===== src/design/mie_pkg.sv =====
package mie_pkg;

  // Commands from the sequencer to the shared divider.
  typedef struct packed {
    logic start;    // latch the operands and begin a division
    logic coef_en;  // also update the Bezout coefficient
  } div_ctrl_t;

  // Status from the shared divider back to the sequencer.
  typedef struct packed {
    logic done;     // one-cycle pulse, results are valid from here on
  } div_stat_t;

endpackage


===== src/design/modular_inverse_ext_euclid.sv =====
// Channel  Direction  Handshake                 Payload
// in       input      in_valid_i / in_ready_o   value_in_i, modulus_i
// out      output     out_valid_o / out_ready_i inverse_o, has_inverse_o
//
// One item at a time. The value is reduced by the shared shift-subtract
// divider, then each Euclid step uses the same divider. in_ready_o is high
// only while the sequencer is idle. A result that is not taken holds the
// sequencer in its final state; reset clears all control state.
module modular_inverse_ext_euclid
  import mie_pkg::*;
#(
  parameter int WORD_BITS = 31
) (
  input  logic                 clk_i,
  input  logic                 rst_ni,
  input  logic                 in_valid_i,
  output logic                 in_ready_o,
  input  logic [WORD_BITS-1:0] value_in_i,
  input  logic [WORD_BITS-1:0] modulus_i,
  output logic                 out_valid_o,
  input  logic                 out_ready_i,
  output logic [WORD_BITS-1:0] inverse_o,
  output logic                 has_inverse_o
);

  localparam int W = WORD_BITS;

  localparam logic [2:0] StIdle     = 3'd0;
  localparam logic [2:0] StLoad     = 3'd1;
  localparam logic [2:0] StWaitRed  = 3'd2;
  localparam logic [2:0] StStep     = 3'd3;
  localparam logic [2:0] StWaitStep = 3'd4;
  localparam logic [2:0] StFinish   = 3'd5;

  logic [2:0]          state_q, state_d;
  logic                out_valid_q, out_valid_d;
  logic [W-1:0]        val_q, val_d;
  logic [W-1:0]        mod_q, mod_d;
  logic [W-1:0]        r0_q, r0_d;
  logic [W-1:0]        r1_q, r1_d;
  logic signed [W+1:0] t0_q, t0_d;
  logic signed [W+1:0] t1_q, t1_d;
  logic [W-1:0]        inv_q, inv_d;
  logic                has_q, has_d;

  div_ctrl_t           div_ctrl;
  div_stat_t           div_stat;
  logic [W-1:0]        div_num;
  logic [W-1:0]        div_den;
  logic signed [W+1:0] div_base;
  logic [W-1:0]        div_rem;
  logic signed [W+1:0] div_coef;
  logic signed [W+1:0] t_norm;

  // Divider operands: the reduction step first, then the Euclid steps.
  always_comb begin
    if (state_q == StLoad) begin
      div_num  = val_q;
      div_den  = mod_q;
      div_base = '0;
    end else begin
      div_num  = r0_q;
      div_den  = r1_q;
      div_base = t0_q;
    end
  end

  assign div_ctrl.start   = (state_q == StLoad) ||
                            ((state_q == StStep) && (r1_q != '0));
  assign div_ctrl.coef_en = (state_q == StStep);

  mie_div #(
    .W (W)
  ) u_div (
    .clk_i       (clk_i),
    .rst_ni      (rst_ni),
    .ctrl_i      (div_ctrl),
    .num_i       (div_num),
    .den_i       (div_den),
    .coef_base_i (div_base),
    .coef_step_i (t1_q),
    .stat_o      (div_stat),
    .rem_o       (div_rem),
    .coef_o      (div_coef)
  );

  // A coefficient that is not positive is moved up by one modulus.
  assign t_norm = (t0_q <= 0) ? (t0_q + $signed({2'b00, mod_q})) : t0_q;

  // Sequencer over the reduction, the Euclid steps and the result.
  always_comb begin
    state_d     = state_q;
    out_valid_d = out_valid_q;
    val_d       = val_q;
    mod_d       = mod_q;
    r0_d        = r0_q;
    r1_d        = r1_q;
    t0_d        = t0_q;
    t1_d        = t1_q;
    inv_d       = inv_q;
    has_d       = has_q;
    if (out_valid_q && out_ready_i) begin
      out_valid_d = 1'b0;
    end
    case (state_q)
      StIdle: begin
        if (in_valid_i) begin
          val_d = value_in_i;
          mod_d = modulus_i;
          r0_d  = '0;
          if (modulus_i < W'(2)) begin
            state_d = StFinish;
          end else begin
            state_d = StLoad;
          end
        end
      end
      StLoad: begin
        state_d = StWaitRed;
      end
      StWaitRed: begin
        if (div_stat.done) begin
          r0_d    = mod_q;
          r1_d    = div_rem;
          t0_d    = '0;
          t1_d    = (W+2)'(1);
          state_d = StStep;
        end
      end
      StStep: begin
        if (r1_q == '0) begin
          state_d = StFinish;
        end else begin
          state_d = StWaitStep;
        end
      end
      StWaitStep: begin
        if (div_stat.done) begin
          r0_d    = r1_q;
          r1_d    = div_rem;
          t0_d    = t1_q;
          t1_d    = div_coef;
          state_d = StStep;
        end
      end
      StFinish: begin
        if (!out_valid_q || out_ready_i) begin
          out_valid_d = 1'b1;
          if (r0_q == W'(1)) begin
            inv_d = t_norm[W-1:0];
            has_d = 1'b1;
          end else begin
            inv_d = '0;
            has_d = 1'b0;
          end
          state_d = StIdle;
        end
      end
      default: begin
        state_d = StIdle;
      end
    endcase
  end

  // Control state.
  always_ff @(posedge clk_i or negedge rst_ni) begin
    if (!rst_ni) begin
      state_q     <= StIdle;
      out_valid_q <= 1'b0;
    end else begin
      state_q     <= state_d;
      out_valid_q <= out_valid_d;
    end
  end

  // Working registers and the output item.
  always_ff @(posedge clk_i) begin
    val_q <= val_d;
    mod_q <= mod_d;
    r0_q  <= r0_d;
    r1_q  <= r1_d;
    t0_q  <= t0_d;
    t1_q  <= t1_d;
    inv_q <= inv_d;
    has_q <= has_d;
  end

  assign in_ready_o    = (state_q == StIdle);
  assign out_valid_o   = out_valid_q;
  assign inverse_o     = inv_q;
  assign has_inverse_o = has_q;

endmodule


===== src/design/mie_div.sv =====
module mie_div
  import mie_pkg::*;
#(
  parameter int W = 31
) (
  input  logic                clk_i,
  input  logic                rst_ni,
  input  div_ctrl_t           ctrl_i,
  input  logic [W-1:0]        num_i,
  input  logic [W-1:0]        den_i,
  input  logic signed [W+1:0] coef_base_i,
  input  logic signed [W+1:0] coef_step_i,
  output div_stat_t           stat_o,
  output logic [W-1:0]        rem_o,
  output logic signed [W+1:0] coef_o
);

  localparam int CntW = (W > 1) ? $clog2(W) : 1;

  localparam logic [1:0] DivIdle = 2'd0;
  localparam logic [1:0] DivNorm = 2'd1;
  localparam logic [1:0] DivSub  = 2'd2;

  logic [1:0]          state_q, state_d;
  logic                done_q, done_d;
  logic                coef_en_q, coef_en_d;
  logic [CntW-1:0]     cnt_q, cnt_d;
  logic [W-1:0]        rem_q, rem_d;
  logic [W-1:0]        dvs_q, dvs_d;
  logic signed [W+1:0] stp_q, stp_d;
  logic signed [W+1:0] acc_q, acc_d;

  logic norm_go;
  logic sub_go;

  // The doubled divisor still fits under the remainder: keep normalizing.
  assign norm_go = ({dvs_q, 1'b0} <= {1'b0, rem_q});
  // The current shifted divisor can be taken from the remainder.
  assign sub_go  = (dvs_q <= rem_q);

  // Shift-subtract sequencer. The divisor is first shifted up to the top
  // quotient bit, then walked back down one bit per cycle. With coef_en, every
  // quotient bit that is set takes the equally shifted coefficient step off
  // the accumulator, so it ends at base - quotient * step; else it keeps base.
  always_comb begin
    state_d   = state_q;
    done_d    = 1'b0;
    coef_en_d = coef_en_q;
    cnt_d     = cnt_q;
    rem_d     = rem_q;
    dvs_d     = dvs_q;
    stp_d     = stp_q;
    acc_d     = acc_q;
    case (state_q)
      DivIdle: begin
        if (ctrl_i.start) begin
          rem_d     = num_i;
          dvs_d     = den_i;
          stp_d     = coef_step_i;
          acc_d     = coef_base_i;
          coef_en_d = ctrl_i.coef_en;
          cnt_d     = '0;
          state_d   = DivNorm;
        end
      end
      DivNorm: begin
        if (norm_go) begin
          dvs_d = {dvs_q[W-2:0], 1'b0};
          stp_d = stp_q <<< 1;
          cnt_d = cnt_q + 1'b1;
        end else begin
          state_d = DivSub;
        end
      end
      DivSub: begin
        if (sub_go) begin
          rem_d = rem_q - dvs_q;
          if (coef_en_q) begin
            acc_d = acc_q - stp_q;
          end
        end
        if (cnt_q == '0) begin
          done_d  = 1'b1;
          state_d = DivIdle;
        end else begin
          dvs_d = {1'b0, dvs_q[W-1:1]};
          stp_d = stp_q >>> 1;
          cnt_d = cnt_q - 1'b1;
        end
      end
      default: begin
        state_d = DivIdle;
      end
    endcase
  end

  // Control state.
  always_ff @(posedge clk_i or negedge rst_ni) begin
    if (!rst_ni) begin
      state_q   <= DivIdle;
      done_q    <= 1'b0;
      coef_en_q <= 1'b0;
      cnt_q     <= '0;
    end else begin
      state_q   <= state_d;
      done_q    <= done_d;
      coef_en_q <= coef_en_d;
      cnt_q     <= cnt_d;
    end
  end

  // Datapath registers.
  always_ff @(posedge clk_i) begin
    rem_q <= rem_d;
    dvs_q <= dvs_d;
    stp_q <= stp_d;
    acc_q <= acc_d;
  end

  assign stat_o.done = done_q;
  assign rem_o       = rem_q;
  assign coef_o      = acc_q;

endmodule


===== config.mk =====
export PLATFORM = sky130hd
export DESIGN_NAME = modular_inverse_ext_euclid
export DESIGN_NICKNAME = d
export VERILOG_FILES = /design/src/design/mie_pkg.sv /design/src/design/modular_inverse_ext_euclid.sv /design/src/design/mie_div.sv
export SDC_FILE = /design/constraint.sdc
export NUM_CORES = 1
export LEC_CHECK = 0
export ABC_AREA = 1
export BUFFER_PORTS_ARGS = -buffer_cell sky130_fd_sc_hd__buf_2
export CORE_MARGIN = 5
export CORE_UTILIZATION = 45
export CTS_BUF_LIST = sky130_fd_sc_hd__clkbuf_2
export DETAILED_ROUTE_END_ITERATION = 10
export PLACE_DENSITY_LB_ADDON = 0.25
export SYNTH_ARGS = -nofsm -noshare
export SYNTH_HDL_FRONTEND = slang
export SYNTH_HIERARCHICAL = 1
export SYNTH_SLANG_ARGS = --single-unit

===== constraint.sdc =====
create_clock -name clk_i -period 7.8 [get_ports clk_i]
set_clock_uncertainty 0.05 [all_clocks]
set_input_delay 2.34 -clock clk_i [delete_from_list [all_inputs] [get_ports clk_i]]
set_output_delay 2.34 -clock clk_i [all_outputs]
set_load 0.005 [all_outputs]

After elaboration in Yosys (flattened, before gate mapping)
Index checks and enable logic that the tools add are counted.
{ "word_totals": {"ff_bits": 363, "latchBits": 0, "ram_bits": 0, "rom_bits": 0, "inputBits": 66, "output_inout_bits": 34, "elab_cells": 126, "n_memories": 0} }
{ "classes": {"addsub": 5, "mul": 0, "div_mod_pow": 0, "order_cmp": 4, "eq_ne": 20, "shifts": 0, "mux": 49, "bitwise": 1, "n_reduce_logical": 28} }
{ "ops": {"columns": ["operator", "count"], "rows": [
  ["2-to-1 mux 31 bit", 11],
  ["2-to-1 mux 33 bit", 10],
  ["case mux 33 bit (2 select lines)", 3],
  ["case mux 31 bit (3 select lines)", 2],
  ["case mux 33 bit (3 select lines)", 1],
  ["case mux 31 bit (2 select lines)", 1],
  ["<= comparator 33 x 1 -> 1 bit (second input constant)", 1],
  ["subtractor 33 bit", 1],
  ["<= comparator 32 x 31 -> 1 bit", 1],
  ["2-to-1 mux 32 bit", 1],
  ["adder 31 bit", 1],
  ["== test 31 x 1 -> 1 bit (second input constant)", 1],
  ["<= comparator 31 bit", 1],
  ["zero test 31 bit", 1],
  ["less-than comparator 31 x 2 -> 1 bit (second input constant)", 1],
  ["nonzero test 31 bit", 1],
  ["subtractor 31 bit", 1],
  ["AND reduction 4 bit", 4],
  ["2-to-1 mux 5 bit", 3],
  ["case mux 3 bit (5 select lines)", 1],
  ["case mux 5 bit (3 select lines)", 1],
  ["!= test 2 x 1 -> 1 bit (second input constant)", 7],
  ["2-to-1 mux 3 bit", 4],
  ["AND reduction 3 bit", 4],
  ["22 further kinds", 44]
]} }

Logic depth before layout (Yosys ltp)
{ "depth": {"depth_word": 5, "depth_mapped": 15} }

Modules after synthesis
Netlist, hierarchy kept.
{ "modules_own_cells": {"columns": ["module", "n_inst", "cells_per_inst", "area_per_inst_um2"], "rows": [
  ["modular_inverse_ext_euclid", 1, 1421, 12182.9],
  ["mie_div", 1, 1455, 11071.9]
]} }

Least setup slack after synthesis
OpenSTA, ideal clock, no wires.
{ "synth_path": {"path_type": "input -> register", "from": "input port in_valid_i", "to": "register mod_q[0], enable pin", "setup_ns": 0.482, "arrival_ns": 4.953, "required_ns": 7.268, "setup_slack_ns": 2.315, "path_stages": 2, "path_cell_list": "inv_1 nor2_1"} }
{ "synth_via": {"elab_chain_cells": 1} }
{ "synth_rtl": {"columns": ["element", "line_no", "source"], "rows": [
  ["start: declaration", "modular_inverse_ext_euclid.sv:16", "input logic in_valid_i,"],
  ["AND reduction 2 bit (no line)", null, null],
  ["end signal: assignment", "modular_inverse_ext_euclid.sv:179", "mod_q <= mod_d;"],
  ["end: declaration", "modular_inverse_ext_euclid.sv:38", "logic [W-1:0] mod_q, mod_d;"]
]} }
No other way between the ends.
A chain may end at the register's enable or synchronous reset.

==> qor.csv <==
stage,metric,value,unit
critical_path,cp_slowest_stage_delay,460,ps
sta,finalSetupViolCount,0,
route,routed_wl,74130,um
power,total_power,11880,uW
yosys,async_flop_share,0.03581,
power,p_comb_frac,0.572,
power,p_int,5870,uW
power,switching_power,6008,uW
clocking,clock-root-buffer,clkbuf_2,
route,viasPerCell,5.433,
clocking,insertion_delay,1160,ps
worst_hold_path,hold_start,u_div/rem_o[0],
floorplan,rows,83,
yosys,ys.flop_type,edfxtp_1,
clocking,cts_inserted_buffers,98,
critical_path,crit_buf_inv,2,
status,run_status,"complete, no violations",
critical_path,path_max_fanout,4,
layout,fillers,5059,
floorplan,die_w,237.3,um
critical_path,cp-startpoint,state_q[1],
sta,worst_pin_slew,1092,ps
clocking,hold_buffers,0,
critical_path,rr_startpoint,u_div/state_q[0],
yosys,synth_edf_count,350,
yosys,synth-seq-cells,363,
global_route,grt_pass1_wl,112400,um
yosys,postSynthCellCount,2876,
placed_design,gp_congestion,0.9888,
floorplan,die-area,0.05632,mm^2
worst_hold_path,hp-class,reg -> reg,
global_route,grt_pass1_vias,19750,
clocking,clock_path_buffers,3,
power,vdd_drop_max,0.2421,mV
clocking,cts_max_level,3,
global_route,grt_use_total,0.2558,
sta,max_freq,0.2093,GHz
sta,slew_viol_final,0,
critical_path,arrival,2390,ps
sta,rsz0062_at_grt,no,
clocking,path_clk_slew,100,ps
layout,final_nets,3218,
yosys,yosysWarnings,6,
critical_path,critical_path.cell_chain,nor2_1 > nand2_1 > inv_1 > buf_2,
yosys,syn_nets,3077,
route,final_antenna_net_count,0,
placed_design,numPortBuffers,99,
global_route,antenna_found_initial,4,
yosys,syn_area,0.02325,mm^2
flow_run,drv_cap,0,
clocking,postCtsSetupBuffers,0,
sta,setup_tns,0,ps
floorplan,ios,100,
critical_path,crit_path_end_kind,primary output,
global_route,grt_max_degree,96,
power,pwr-share-seq,0.307,
yosys,synth-seq-area-share,0.4659,
route,wl_per_cell,19.63,um
sta,final_hold_viol_count,0,
critical_path,start_kind,flip-flop,
layout,drive_above_1_share,0.1174,
route,vias,20520,
critical_path,critical_path.slowest_cell,dfrtp_1,
power,p_sw_frac,0.5058,
critical_path,path_class,reg -> out,
route,dr.first_iter.drc_count,2113,
sta,min_period,4779,ps
yosys,synth.avg_cell_area,8.086,um^2
critical_path,cp_top_family,simple AND/OR/NAND/NOR gates,
clocking,cts-resized-gates,0,
yosys,ys_types,52,
placed_design,hpwlAfterDp,55060,um
clocking,cts_tree,built,
clocking,cts_sinks,363,
power,p_leak,0.01203,uW
power,clkPwrFrac,0.120,
floorplan,start_util,0.4533,
sta,finalCritPeriodShare,0.6127,
power,power.density,468.8,mW/mm^2
route,drt_drc_violations_left,0,
global_route,grt_overflow,0,
route,first_pass_iters,6,
sta,relSlewSlack,0.2654,
floorplan,coreArea,0.05130,mm^2
layout,syn_to_final_growth,8.947,%
floorplan,die_h,237.3,um
critical_path,critPathRequiredTime,5410,ps
## final cells by class
class	instances	area, um^2	share of cell area
inverters	486	1824	0.07200
flip-flops and latches	363	10840	0.4277
well taps	680	850.8	0.03358
repair buffers	114	608.1	0.02400
multi-input cells	1954	10290	0.4062
clock buffers	153	765.7	0.03022
diodes	5	12.51	0.0004939
clock inverters	22	146.4	0.005778
## flip-flops by register name, indices dropped and copies added, names as in the netlist, 2 cells and up
name,flops
r1_q,31
u_div/rem_o,31
r0_q,31
inverse_o,31
mod_q,31
state_q,3
u_div/stp_q,33
u_div/state_q,2
u_div/cnt_q,5
u_div/dvs_q,31
t0_q,33
u_div/coef_o,33
t1_q,33
val_q,31
## logic make-up after synthesis
group | after synthesis | share of synthesized area
buf+inv | 559 | 0.09426
fa+ha+maj | 135 | 0.07393
xor+xnor | 41 | 0.01544
flops | 363 | 0.4659
simple gates | 1387 | 0.2477
compound gates | 391 | 0.1027
## stage by stage
stage	utilization	hold WS, ps	cell area (um^2)	setup WS (ps)	std cells
after CTS	0.4936	432.4	25320	2949	3772
after floorplan	-	376.4	23250	2315	2876
after global routing	0.4938	464.1	25330	2890	3776
after global placement	0.4758	384.7	24410	3958	3597
final	0.4939	429.7	25340	3021	3777
after detailed placement	0.4758	393.7	24410	3897	3597
## routing by layer
| layer | vias to the layer above | track usage | part of all wire |
|---|---|---|---|
| li1 | 9789 | - | - |
| met1 | 9634 | 0.3577 | 0.44 |
| met2 | 922 | 0.3889 | 0.43 |
| met3 | 174 | 0.06138 | 0.094 |
| met4 | 0 | 0.09638 | 0.039 |
| met5 | - | 0 | 0 |
## power by group through the flow
stage	Sequential, uW	Combinational, uW	Clock [uW]
global route	3710	7500	1580
floorplan	3530	4750	0
detailed placement	3680	6610	0
finish	3650	6800	1430
global placement	3660	6540	0
CTS	3640	6660	1480
## cells in the mapped netlist, drive strengths merged (14+ instances only)
cell type / instances / area, um^2
nand4: 31 / 206.4
ha: 131 / 1639
xnor2: 32 / 280.3
inv: 476 / 1787
o21ai: 162 / 870.8
nand3: 158 / 835.8
buf: 30 / 206.4
nor2: 256 / 983.4
clkbuf: 43 / 161.4
nand2: 883 / 3342
a21oi: 132 / 713.2
nor3: 22 / 140.1
nor4: 14 / 93.84
edfxtp: 350 / 10510
o221ai: 57 / 499.2
## final timing paths
kind                                         end  slack (ps)  depth (start not counted)
worst max-delay path                  in_ready_o        3020                          4
worst min-delay path                     r1_q[0]         430                          0
worst max register to register   u_div/stp_q[20]        4010                          8
worst min register to register           r1_q[0]         430                          0
max in group asynchronous             state_q[1]        6420                          1
min in group asynchronous       u_div/state_q[0]        1010                          1
## layout by cell type, fill, tap and decap left out, drive strengths merged, types with 13 or more instances in the layout
cell type / count
nor2: 256
nor4: 14
nor3: 22
buf: 114
edfxtp: 350
o221ai: 57
clkinv: 27
dfrtp: 13
o21ai: 162
nand4: 31
nand3: 158
inv: 479
nand2: 883
xnor2: 32
ha: 131
a21oi: 132
clkbuf: 153
Note: power is estimated with default switching activity, not from simulation.
